## config.mk

```make
export PLATFORM = sky130hd
export DESIGN_NAME = horizontal_area_resampler_unit
export DESIGN_NICKNAME = d
export VERILOG_FILES = /design/src/design/hrs_pkg.sv /design/src/design/hrs_div.sv /design/src/design/hrs_seq.sv /design/src/design/horizontal_area_resampler_unit.sv
export VERILOG_INCLUDE_DIRS = /design/src /design/src/design
export SDC_FILE = /design/constraint.sdc
export NUM_CORES = 1
export LEC_CHECK = 0
export ABC_AREA = 0
export BUFFER_PORTS_ARGS = -buffer_cell sky130_fd_sc_hd__buf_4
export CAP_MARGIN = 20
export CORE_MARGIN = 8
export CORE_UTILIZATION = 25
export DETAILED_ROUTE_END_ITERATION = 8
export PLACE_DENSITY_LB_ADDON = 0.08
export SYNTH_ARGS = -nofsm -noshare
export SYNTH_HDL_FRONTEND = slang
export SYNTH_HIERARCHICAL = 1
export SYNTH_SLANG_ARGS = --single-unit
export TNS_END_PERCENT = 50
```

## constraint.sdc

```tcl
create_clock -name clk -period 14 [get_ports clk]
set_input_delay 1.4 -clock clk [delete_from_list [all_inputs] [get_ports clk]]
set_output_delay 1.4 -clock clk [all_outputs]
set_load 0.03 [all_outputs]
```

## src/design/assert_macros.svh

```systemverilog
// Assertion macros used by the top-level design file.
`ifndef ASSERT_MACROS_SVH
`define ASSERT_MACROS_SVH
`ifndef SYNTHESIS
// Check a condition at every clock edge outside reset.
`define HRS_ASSERT_ALWAYS(label, expr) \
	label: assert property (@(posedge clk) disable iff (!arst_n) (expr)) \
		else $error("assertion failed: %m");
// Check that a consequent holds in the cycle of its antecedent.
`define HRS_ASSERT_SAME(label, ante, cons) \
	label: assert property (@(posedge clk) disable iff (!arst_n) (ante) |-> (cons)) \
		else $error("assertion failed: %m");
// Check that a consequent holds in the cycle after its antecedent.
`define HRS_ASSERT_NEXT(label, ante, cons) \
	label: assert property (@(posedge clk) disable iff (!arst_n) (ante) |=> (cons)) \
		else $error("assertion failed: %m");
`else
`define HRS_ASSERT_ALWAYS(label, expr)
`define HRS_ASSERT_SAME(label, ante, cons)
`define HRS_ASSERT_NEXT(label, ante, cons)
`endif
`endif

```

## src/design/hrs_pkg.sv

```systemverilog
// Types and constants of the horizontal area resampler.
`default_nettype none
package hrs_pkg;
	localparam int PIX_W        = 8;
	localparam int WIDTH_W      = 13;
	localparam int CHAN_W       = 3;
	localparam int SUM_W        = 20;
	localparam int NUM_CH       = 4;
	localparam int CH_IDX_W     = 2;
	localparam int MAX_WIDTH    = 4096;
	localparam int MAX_CHANNELS = 4;
	localparam int DIV_STEPS    = SUM_W / 2;
	localparam int DIV_CNT_W    = $clog2(DIV_STEPS);
	localparam int CFG_IDX_W    = 2;

	localparam logic [CFG_IDX_W-1:0] CFG_SRC_WIDTH = 2'd0;
	localparam logic [CFG_IDX_W-1:0] CFG_DST_WIDTH = 2'd1;
	localparam logic [CFG_IDX_W-1:0] CFG_CHANNELS  = 2'd2;

	typedef logic [NUM_CH-1:0][PIX_W-1:0] pix_vec_t;

	typedef struct packed {
		logic               ok;
		logic [WIDTH_W-1:0] src_width;
		logic [WIDTH_W-1:0] dst_width;
		logic [CHAN_W-1:0]  channels;
	} cfg_t;

	typedef struct packed {
		logic               go;
		logic [WIDTH_W-1:0] src_width;
	} restart_t;

	typedef struct packed {
		logic     valid;
		logic     last;
		pix_vec_t ch;
	} result_t;
endpackage
`default_nettype wire

```

## src/design/hrs_div.sv

```systemverilog
// Iterative restoring divider, two quotient bits per cycle.
`default_nettype none
module hrs_div import hrs_pkg::*; (
	input  wire logic               clk,
	input  wire logic               arst_n,
	input  wire logic               start,
	input  wire logic [SUM_W-1:0]   dividend,
	input  wire logic [WIDTH_W-1:0] divisor,
	output logic                    done,
	output logic [PIX_W-1:0]        quotient
);
	logic                 busy_q;
	logic                 done_q;
	logic [DIV_CNT_W-1:0] cnt_q;
	logic [SUM_W-1:0]     num_q;
	logic [WIDTH_W-1:0]   rem_q;
	logic [PIX_W-1:0]     quo_q;

	logic [WIDTH_W:0]   div_ext;
	logic [WIDTH_W:0]   t1;
	logic [WIDTH_W:0]   t2;
	logic               ge1;
	logic               ge2;
	logic [WIDTH_W-1:0] r1;
	logic [WIDTH_W-1:0] r2;

	always_comb begin
		div_ext = {1'b0, divisor};
		t1  = {rem_q, num_q[SUM_W-1]};
		ge1 = t1 >= div_ext;
		r1  = ge1 ? WIDTH_W'(t1 - div_ext) : t1[WIDTH_W-1:0];
		t2  = {r1, num_q[SUM_W-2]};
		ge2 = t2 >= div_ext;
		r2  = ge2 ? WIDTH_W'(t2 - div_ext) : t2[WIDTH_W-1:0];
	end

	always_ff @(posedge clk or negedge arst_n) begin
		if (!arst_n) begin
			busy_q <= 1'b0;
			done_q <= 1'b0;
			cnt_q  <= '0;
		end else begin
			done_q <= 1'b0;
			if (start) begin
				busy_q <= 1'b1;
				cnt_q  <= DIV_CNT_W'(DIV_STEPS - 1);
			end else if (busy_q) begin
				cnt_q <= cnt_q - 1'b1;
				if (cnt_q == '0) begin
					busy_q <= 1'b0;
					done_q <= 1'b1;
				end
			end
		end
	end

	always_ff @(posedge clk) begin
		if (start) begin
			num_q <= dividend;
			rem_q <= '0;
		end else if (busy_q) begin
			num_q <= {num_q[SUM_W-3:0], 2'b00};
			rem_q <= r2;
			quo_q <= {quo_q[PIX_W-3:0], ge1, ge2};
		end
	end

	assign done     = done_q;
	assign quotient = quo_q;
endmodule
`default_nettype wire

```

## src/design/hrs_seq.sv

```systemverilog
// Sequencer and accumulators: shared multiply-add feeding the shared divider.
`default_nettype none
module hrs_seq import hrs_pkg::*; #(
	parameter int MAX_RUN = 64
) (
	input  wire logic     clk,
	input  wire logic     arst_n,
	input  wire cfg_t     cfg,
	input  wire restart_t restart,
	input  wire logic     in_valid,
	input  wire pix_vec_t in_pix,
	output logic          in_stall,
	input  wire logic     out_free,
	output result_t       emit
);
	localparam int RUN_W = $clog2(MAX_RUN + 1);

	typedef enum logic [5:0] {
		ST_IDLE   = 6'b000001,
		ST_DECIDE = 6'b000010,
		ST_MAC    = 6'b000100,
		ST_DIV    = 6'b001000,
		ST_EMIT   = 6'b010000,
		ST_REM    = 6'b100000
	} state_t;

	state_t                          state_q;
	logic [CH_IDX_W-1:0]             ch_q;
	logic [RUN_W-1:0]                cnt_q;
	logic [WIDTH_W-1:0]              span_q;
	logic [WIDTH_W-1:0]              left_q;
	logic [NUM_CH-1:0][SUM_W-1:0]    sums_q;
	pix_vec_t                        px_q;
	pix_vec_t                        res_q;

	logic                      accept;
	logic                      last_ch;
	logic [WIDTH_W-1:0]        mul_sel;
	logic [WIDTH_W+PIX_W-1:0]  prod;
	logic [SUM_W-1:0]          mac;
	logic                      div_done;
	logic [PIX_W-1:0]          div_quo;
	logic [WIDTH_W-1:0]        left_after;
	logic [RUN_W-1:0]          cnt_nxt;
	logic                      more_out;

	assign accept   = in_valid && !in_stall;
	assign in_stall = state_q != ST_IDLE;
	assign last_ch  = (CHAN_W'(ch_q) + 1'b1) == cfg.channels;

	// shared multiply-add: weight times pixel into the channel's sum
	always_comb begin
		mul_sel    = (state_q == ST_REM) ? left_q : span_q;
		prod       = mul_sel * px_q[ch_q];
		mac        = SUM_W'(sums_q[ch_q] + prod[SUM_W-1:0]);
		left_after = left_q - span_q;
		cnt_nxt    = cnt_q + 1'b1;
		more_out   = (left_after >= cfg.src_width) && (cnt_nxt < RUN_W'(MAX_RUN));
	end

	hrs_div u_div (
		.clk      (clk),
		.arst_n   (arst_n),
		.start    (state_q == ST_MAC),
		.dividend (mac),
		.divisor  (cfg.src_width),
		.done     (div_done),
		.quotient (div_quo)
	);

	always_ff @(posedge clk or negedge arst_n) begin
		if (!arst_n) begin
			state_q <= ST_IDLE;
			ch_q    <= '0;
			cnt_q   <= '0;
			span_q  <= WIDTH_W'(1);
			sums_q  <= '0;
		end else if (restart.go) begin
			state_q <= ST_IDLE;
			span_q  <= restart.src_width;
			for (int i = 0; i < NUM_CH; i++) begin
				sums_q[i] <= SUM_W'(restart.src_width >> 1);
			end
		end else begin
			case (state_q)
				ST_IDLE: begin
					if (accept && cfg.ok) begin
						cnt_q   <= '0;
						state_q <= ST_DECIDE;
					end
				end
				ST_DECIDE: begin
					ch_q <= '0;
					if (left_q >= span_q && cnt_q < RUN_W'(MAX_RUN)) begin
						state_q <= ST_MAC;
					end else if (left_q != '0) begin
						state_q <= ST_REM;
					end else begin
						state_q <= ST_IDLE;
					end
				end
				ST_MAC: begin
					state_q <= ST_DIV;
				end
				ST_DIV: begin
					if (div_done) begin
						sums_q[ch_q] <= SUM_W'(cfg.src_width >> 1);
						if (last_ch) begin
							state_q <= ST_EMIT;
						end else begin
							ch_q    <= ch_q + 1'b1;
							state_q <= ST_MAC;
						end
					end
				end
				ST_EMIT: begin
					// hold until the output register can take the request
					if (out_free) begin
						span_q  <= cfg.src_width;
						cnt_q   <= cnt_nxt;
						state_q <= ST_DECIDE;
					end
				end
				ST_REM: begin
					sums_q[ch_q] <= mac;
					if (last_ch) begin
						span_q  <= span_q - left_q;
						state_q <= ST_IDLE;
					end else begin
						ch_q <= ch_q + 1'b1;
					end
				end
				default: begin
					state_q <= ST_IDLE;
				end
			endcase
		end
	end

	always_ff @(posedge clk) begin
		if (accept) begin
			px_q   <= in_pix;
			left_q <= cfg.dst_width;
		end else if (state_q == ST_EMIT && out_free) begin
			left_q <= left_after;
		end
		if (state_q == ST_DECIDE) begin
			res_q <= '0;
		end else if (state_q == ST_DIV && div_done) begin
			res_q[ch_q] <= div_quo;
		end
	end

	always_comb begin
		emit.valid = (state_q == ST_EMIT) && out_free;
		emit.last  = !more_out;
		emit.ch    = res_q;
	end
endmodule
`default_nettype wire

```

## src/design/horizontal_area_resampler_unit.sv

```systemverilog
// Horizontal area resampler: top level with registers, output stage and checks.
//
// Rescales one image line from src_width to dst_width pixels by area averaging.
// Channels: the input channel carries one source pixel (in_ch0..in_ch3) per request,
// accepted when in_valid is high and in_stall low. The output channel carries one
// result pixel per request with last_of_run marking the final result caused by an
// input pixel; it is taken when out_valid is high and out_stall low. Registers
// are written on the cfg channel (index 0 src_width, 1 dst_width, 2 channels) when
// cfg_valid and cfg_ready are high; each write to one of them restarts the line.
// Timing: one multiply-add unit and one divider (two quotient bits per cycle) are
// shared by all channels, which take them in turn. Each result takes a multiply-add
// and a division per channel, the remainder of a pixel that opens a new span takes
// one more multiply-add per channel. in_stall stays high while a pixel is in work.
// Reset clears the line state to its start (src_width = dst_width = channels = 1).
// A stalled result holds in the output register; the unit finishes the next one
// and waits until the register frees up. Inputs under an invalid configuration
// are taken and dropped.
`default_nettype none
`include "assert_macros.svh"
module horizontal_area_resampler_unit import hrs_pkg::*; #(
	parameter int MAX_RUN = 64
) (
	input  wire logic                 clk,
	input  wire logic                 arst_n,
	input  wire logic                 cfg_valid,
	output logic                      cfg_ready,
	input  wire logic [CFG_IDX_W-1:0] cfg_index,
	input  wire logic [WIDTH_W-1:0]   cfg_data,
	input  wire logic                 in_valid,
	output logic                      in_stall,
	input  wire logic [PIX_W-1:0]     in_ch0,
	input  wire logic [PIX_W-1:0]     in_ch1,
	input  wire logic [PIX_W-1:0]     in_ch2,
	input  wire logic [PIX_W-1:0]     in_ch3,
	output logic                      out_valid,
	input  wire logic                 out_stall,
	output logic [PIX_W-1:0]          out_ch0,
	output logic [PIX_W-1:0]          out_ch1,
	output logic [PIX_W-1:0]          out_ch2,
	output logic [PIX_W-1:0]          out_ch3,
	output logic                      last_of_run
);
	logic [WIDTH_W-1:0] src_q;
	logic [WIDTH_W-1:0] dst_q;
	logic [CHAN_W-1:0]  chan_q;
	logic               cfg_wr;
	logic [31:0]        run_lim;
	cfg_t               cfg;
	restart_t           restart;
	pix_vec_t           in_pix;
	result_t            emit;
	logic               out_free;
	logic               out_valid_q;
	logic               out_last_q;
	pix_vec_t           out_ch_q;

	assign cfg_ready = 1'b1;
	assign cfg_wr    = cfg_valid && cfg_ready;

	always_ff @(posedge clk or negedge arst_n) begin
		if (!arst_n) begin
			src_q  <= WIDTH_W'(1);
			dst_q  <= WIDTH_W'(1);
			chan_q <= CHAN_W'(1);
		end else if (cfg_wr) begin
			case (cfg_index)
				CFG_SRC_WIDTH: src_q  <= cfg_data;
				CFG_DST_WIDTH: dst_q  <= cfg_data;
				CFG_CHANNELS:  chan_q <= cfg_data[CHAN_W-1:0];
				default:       ;
			endcase
		end
	end

	always_comb begin
		run_lim = 32'(src_q) * 32'(MAX_RUN);
		cfg.src_width = src_q;
		cfg.dst_width = dst_q;
		cfg.channels  = chan_q;
		cfg.ok = (src_q != '0) && (32'(src_q) <= 32'(MAX_WIDTH))
			&& (dst_q != '0) && (32'(dst_q) <= 32'(MAX_WIDTH))
			&& (chan_q != '0) && (32'(chan_q) <= 32'(MAX_CHANNELS))
			&& (32'(dst_q) <= run_lim);
		// restart uses the register contents as they stand after this write
		restart.go = cfg_wr && (cfg_index == CFG_SRC_WIDTH || cfg_index == CFG_DST_WIDTH
			|| cfg_index == CFG_CHANNELS);
		restart.src_width = (cfg_index == CFG_SRC_WIDTH) ? cfg_data : src_q;
	end

	assign in_pix = {in_ch3, in_ch2, in_ch1, in_ch0};

	hrs_seq #(
		.MAX_RUN (MAX_RUN)
	) u_seq (
		.clk      (clk),
		.arst_n   (arst_n),
		.cfg      (cfg),
		.restart  (restart),
		.in_valid (in_valid),
		.in_pix   (in_pix),
		.in_stall (in_stall),
		.out_free (out_free),
		.emit     (emit)
	);

	assign out_free = !out_valid_q || !out_stall;

	always_ff @(posedge clk or negedge arst_n) begin
		if (!arst_n) begin
			out_valid_q <= 1'b0;
		end else if (emit.valid) begin
			out_valid_q <= 1'b1;
		end else if (!out_stall) begin
			out_valid_q <= 1'b0;
		end
	end

	always_ff @(posedge clk) begin
		if (emit.valid) begin
			out_ch_q   <= emit.ch;
			out_last_q <= emit.last;
		end
	end

	assign out_valid   = out_valid_q;
	assign out_ch0     = out_ch_q[0];
	assign out_ch1     = out_ch_q[1];
	assign out_ch2     = out_ch_q[2];
	assign out_ch3     = out_ch_q[3];
	assign last_of_run = out_last_q;

	`HRS_ASSERT_SAME(a_emit_slot_free, emit.valid, !out_valid_q || !out_stall)
	`HRS_ASSERT_SAME(a_no_emit_when_idle, !in_stall, !emit.valid)
	`HRS_ASSERT_NEXT(a_busy_after_accept, in_valid && !in_stall && cfg.ok && !restart.go,
		in_stall)
endmodule
`default_nettype wire

```

# After elaboration in Yosys (flattened, before gate mapping)
# Index checks and enable logic that the tools add are counted.
[op_classes]
n_addsub = 9
multipliers = 1
order_cmp = 12
eq_ne = 18
mux = 51
bitwise = 2
reduce_logical = 41
[ops]
columns = ["cell", "n"]
rows = [
  ["$bwmux W80", 2],
  ["$mux W80", 2],
  ["$pmux W80 S2", 1],
  ["$mux W13", 9],
  ["$mux W20", 4],
  ["$sub A13 B13 Y13", 4],
  ["$mux W6", 7],
  ["$bmux W20 S2", 1],
  ["$demux W20 S2", 1],
  ["$reduce_bool A13 Y1", 3],
  ["$pmux W6 S6", 1],
  ["$bwmux W32", 1],
  ["$ge A14 B13 Y1", 2],
  ["$ge A13 B13 Y1", 2],
  ["$le A13 B13 Y1 const B", 2],
  ["$pmux W13 S2", 1],
  ["$add A20 B20 Y20", 1],
  ["$mul A13 B8 Y20", 1],
  ["$le A13 B19 Y1", 1],
  ["$bmux W8 S2", 1],
  ["$demux W8 S2", 1],
  ["$mux W8", 2],
  ["$logic_and A1 B1 Y1", 14],
  ["$lt A7 B7 Y1 const B", 2],
  ["other kinds (38)", 68],
]
[word_totals]
regBits = 295
out_inout_bits = 36

# Longest topological paths before layout
[logic_depth]
ltp_word = 11
depth_mapped = 25
ltp_nobuf = 22

# Hierarchy
# Netlist, hierarchy kept.
[by_module_without_submodules]
columns = ["mod", "instances", "cells_per_inst", "area_each_um2", "seq_area_each_um2"]
rows = [
  ["hrs_seq", 1, 1489, 14123.5, 4697.0],
  ["hrs_div", 1, 333, 3300.7, 1251.2],
  ["horizontal_area_resampler_unit", 1, 169, 2542.4, 1745.4],
]

# Worst setup path after synthesis
# No wires, ideal clock.
[synth_timing]
kind = "register to register"
start = "register u_seq.state_q[2]"
end = "register u_seq.u_div.num_q[19] (data pin)"
setup_ps = 260
arrival_time_ps = 5646
required_ps = 13740
setup_slack_ps = 8095
path_stages_with_launch = 23
path_buffers = 2
cell_sequence = "dfrtp_1 > nor4_4 > and3b_1 > buf_4 > buf_4 > mux2i_1 > nand2b_1 > fa_1 > inv_1 > fa_1 > fa_1 > inv_1 > fa_1 > inv_1 > ha_1 > a21oi_1 > o21ai_1 > nor3_1 > nor3_1 > o41ai_1 > xnor2_1 > inv_1 > mux2_2"
[synth_via]
elab_chain_len = 5
word_cells_on_any_way = 6
[synth_lines]
columns = ["item", "line_no", "rtl"]
rows = [
  ["start, declared", "hrs_seq.sv:27", "state_t state_q;"],
  ["start signal, assigned", "hrs_seq.sv:73", "state_q <= ST_IDLE;"],
  ["start signal, assigned", "hrs_seq.sv:79", "state_q <= ST_IDLE;"],
  ["start signal, assigned", "hrs_seq.sv:89", "state_q <= ST_DECIDE;"],
  ["$eq A6 B6 Y1", "hrs_seq.sv:53", "mul_sel = (state_q == ST_REM) ? left_q : span_q;"],
  ["$mux W13", "hrs_seq.sv:53", ""],
  ["$mul A13 B8 Y20", "hrs_seq.sv:54", "prod = mul_sel * px_q[ch_q];"],
  ["$add A20 B20 Y20", "hrs_seq.sv:55", "mac = SUM_W'(sums_q[ch_q] + prod[SUM_W-1:0]);"],
  ["named net u_seq.mac[19]", "hrs_seq.sv:40", "logic [SUM_W-1:0] mac;"],
  ["$mux W20", "hrs_div.sv:58", "if (start) begin"],
  ["end signal, assigned", "hrs_div.sv:59", "num_q <= dividend;"],
  ["end signal, assigned", "hrs_div.sv:62", "num_q <= {num_q[SUM_W-3:0], 2'b00};"],
  ["end, declared", "hrs_div.sv:15", "logic [SUM_W-1:0] num_q;"],
]
# The timed path passes the listed nets, and every way through them passes these cells.
# A chain may end at the register's enable or synchronous reset.

# Worst setup path in the final report
# Ends and elaborated chain as after synthesis.

==> impl_metrics.env <==
export IMPL_status="complete, no violations"
export IMPL_fmax_mhz=138.0
export IMPL_cp_required_ps=14310
export IMPL_die_w_um=298.6
export IMPL_postCtsHoldBufs=0
export IMPL_die_h_um=298.6
export IMPL_detail_route_iter0_violations=769
export IMPL_placementRows=103
export IMPL_start_util_pct=25.27
export IMPL_crit_path_start_kind="register"
export IMPL_grt_overflow=0
export IMPL_dr_total_vias=14716
export IMPL_worstPathCellList="nor4_4, and3b_2, buf_4, mux2i_1, nor2_1, fa_1, fa_1, fa_1, inv_1, fa_1, inv_1, ha_1, o211ai_1, o21ai_1, nor3_1, nor3_1, o41ai_1, xnor2_1, inv_1, mux2_2"
export IMPL_place_congestion=0.7865
export IMPL_coreArea_um2=79000
export IMPL_maxSlewViolCount=0
export IMPL_synth_area_top_cells="dfrtp_1, edfxtp_1, fa_1"
export IMPL_yosys_warnings=6
export IMPL_antenna_found_initial=0
export IMPL_p_per_area_nw_per_um2=271.5
export IMPL_syn_num_nets=2246
export IMPL_cts_sinks=295
export IMPL_cts_root_buf="clkbuf_16"
export IMPL_arrival_ps=7560
export IMPL_wirelength_um=63740
export IMPL_routedWlPerCell_um=20.28
export IMPL_ys_async_sr_fraction_pct=48.81
export IMPL_worst_slew_margin_rel_pct=25.53
export IMPL_route_detailed_drc=0
export IMPL_clk_latency_ps=560
export IMPL_ff_latch_area_um2=7696
export IMPL_end_kind="register"
export IMPL_synth_area_leader_cell="dfrtp_1"
export IMPL_path_buf_inv=4
export IMPL_rsz0062_at_grt="false"
export IMPL_io_buffers=86
export IMPL_first_pass_iters=8
export IMPL_grtUsageTotal_pct=14.19
export IMPL_ant_nets=0
export IMPL_cts_resized_gates=0
export IMPL_grt_max_degree=55
export IMPL_synthDistinctLibCells=101
export IMPL_yosysSeqAreaShare_pct=38.53
export IMPL_dp_slack_ps=6679
export IMPL_setup_viol=0
export IMPL_synth_edf_count=106
export IMPL_place_inst=3070
export IMPL_synth_seq_cells=295
export IMPL_irDropWorstVdd_mv=0.3696
export IMPL_worst_pin_slew_ps=1086
export IMPL_crit_family="adder cells"
export IMPL_cap_violations=0
export IMPL_min_period_over_period_pct=51.77
export IMPL_skew_ps=14.91
export IMPL_num_nets_final=2317
export IMPL_avgSynthCellArea_um2=10.03
export IMPL_post_route_min_period_ps=7248
export IMPL_critPathMaxStageDelay_ps=960
export IMPL_multiInputGateArea_um2=11040
export IMPL_fin_cells=3143
export IMPL_yosys_most_used_dff="dfrtp_1"
export IMPL_clockBufferDepth=3
export IMPL_pin_count=88
export IMPL_dp_hpwl_um=48060
export IMPL_crit_type="register to register"
export IMPL_drive_gt1_share_pct=15.96
export IMPL_fin_setup_tns_ps=0
export IMPL_yosys_area_top_type_share_pct=17.42
export IMPL_cpMostUsedCell="fa_1"
export IMPL_path_max_fanout=42
export IMPL_h_tree_depth=2
export IMPL_grt_pass1_vias=15672
export IMPL_clk_pin_slew_ps=60
export IMPL_cts_tree="yes"
export IMPL_grt_first_pass_wirelength_um=98880
export IMPL_synth_cells=1991
export IMPL_p_leak_nw=9.793
export IMPL_hold_viol_final=0
export IMPL_min_delay_path_class="register to register"
export IMPL_die_area_um2=89160
export IMPL_fin_ws_ps=6752
export IMPL_post_cts_buffers=0
export IMPL_via_per_inst=4.682
export IMPL_critPathSlowestCell="mux2i_1"
export IMPL_area_growth_pct=15.51
export IMPL_netlist_area_um2=19970
export IMPL_numCtsBuffers=39
export IMPL_fillers=8278
export IMPL_antenna_cells=0
placed cells by master (no fill, tap or decap), types with 10 or more instances in the layout:
| cell type | Yosys | routed |
|---|---|---|
| a21oi_1 | 123 | 123 |
| mux2_2 | 70 | 70 |
| o21bai_1 | 12 | 12 |
| a211oi_1 | 16 | 16 |
| buf_4 | 5 | 113 |
| inv_1 | 224 | 224 |
| clkinv_2 | 0 | 10 |
| dfrtp_1 | 139 | 137 |
| nand2_1 | 151 | 151 |
| a21o_1 | 21 | 21 |
| nor4_1 | 11 | 11 |
| o21ai_1 | 11 | 16 |
| ha_1 | 115 | 115 |
| edfxtp_1 | 106 | 106 |
| xor2_1 | 19 | 19 |
| mux2i_1 | 37 | 37 |
| nor2_1 | 192 | 192 |
| a31oi_1 | 13 | 13 |
| fa_1 | 88 | 88 |
| nand4_1 | 15 | 15 |
| nor2b_1 | 16 | 16 |
| or2_2 | 11 | 11 |
| a22o_1 | 16 | 16 |
| nand2b_1 | 35 | 35 |
| clkbuf_16 | 0 | 41 |
| o21ai_0 | 104 | 99 |
| o21a_1 | 11 | 11 |
| dfxtp_1 | 45 | 45 |
| nor3_1 | 22 | 22 |
| nand3_1 | 49 | 49 |
| mux4_2 | 22 | 22 |
| xnor2_1 | 47 | 47 |
through the flow:
step | util, % | hold slack [ps] | area, µm² | power, mW
6_report | 29.19 | 430.1 | 23060 | 6.261
5_1_grt | 29.19 | 439.1 | 23060 | 6.934
4_1_cts | 29.18 | 430.8 | 23050 | 6.384
3_5_place_dp | 27.53 | 416.1 | 21750 | 5.283
3_3_place_gp | 27.53 | 416.0 | 21750 | 5.301
2_1_floorplan | - | 408.1 | 19970 | 4.047
Yosys cell counts, types with 12 or more instances:
cell type  instances
mux2_2            70
nand2_1          151
nor2_1           192
a22o_1            16
clkbuf_1          46
nand2b_1          35
dfxtp_1           45
inv_1            224
a211oi_1          16
mux4_2            22
dfrtp_1          139
a31oi_1           13
o21bai_1          12
nand3_1           49
nor2b_1           16
fa_1              88
nor3_1            22
buf_2             21
ha_1             115
nand4_1           15
edfxtp_1         106
xnor2_1           47
o21ai_0          104
xor2_1            19
mux2i_1           37
a21o_1            21
a21oi_1          123
power by group:
group          internal (mW)  leakage, nW  total [mW]  switching (mW)
Clock                  0.615        0.644        1.02           0.408
Combinational           1.52         5.89        4.12            2.59
Sequential              1.01         3.26        1.12           0.110
Total                   3.15         9.79        6.26            3.11
layout make-up:
type                            instances  area share, %
Tap cell                             1050          5.696
Timing Repair Buffer                  115          3.792
Clock buffer                           48          4.606
Inverter                              224          3.646
Multi-Input combinational cell       1387          47.87
Clock inverter                         24          1.020
Sequential cell                       295          33.37
routing by layer:
layer | GRT usage [%] | share of wire [%]
met5 | 0 | 0
met1 | 19.66 | 48
met2 | 23.49 | 47
met4 | 3.052 | 1.9
met3 | 1.923 | 3.1
final timing paths:
kind,from,end,slack (ps),cells after the start
setup / recovery,u_seq/state_q[2]$_DFFE_PN0P_,u_seq/u_div/num_q[19]$_DFFE_PP_,6750,20
hold / removal,u_seq/emit[4]$_SDFFE_PP0P_,out_ch0[4]$_DFFE_PP_,430,0
setup reg to reg,u_seq/state_q[2]$_DFFE_PN0P_,u_seq/u_div/num_q[19]$_DFFE_PP_,6750,20
hold reg to reg,u_seq/emit[4]$_SDFFE_PP0P_,out_ch0[4]$_DFFE_PP_,430,0
max in group asynchronous,arst_n,u_seq/ch_q[0]$_DFFE_PN0P_,11370,3
min in group asynchronous,arst_n,u_seq/sums_q[77]$_DFFE_PN0P_,760,1
sequential cells by signal (all words and copies together) (netlist names), 3 cells and up:
name and cells:
u_seq/u_div/cnt_q 4, u_seq/state_q 6, u_seq/cnt_q 7, out_ch0 8
u_seq/span_q 13, out_ch2 8, chan_q 3, out_ch3 8
u_seq/emit 32, u_seq/sums_q 80, dst_q 13, out_ch1 8
u_seq/u_div/quotient 8, src_q 13, u_seq/left_q 13, u_seq/u_div/num_q 20
u_seq/px_q 32, u_seq/u_div/rem_q 13
logic make-up (layout without fill, tap and decap cells):
family,Yosys count,count (layout),share of synthesized area (%)
flip-flops,295,295,38.53
buffers and inverters,309,411,6.266
multiplexers,132,132,8.548
AND/OR/NAND/NOR,557,557,13.63
other,1,1,0.01878
XOR/XNOR,66,66,2.895
adder cells (fa/ha/maj),203,203,16.03
AO/OA/AOI/OAI,428,428,14.08
Note: power is estimated with default switching activity, not from simulation.
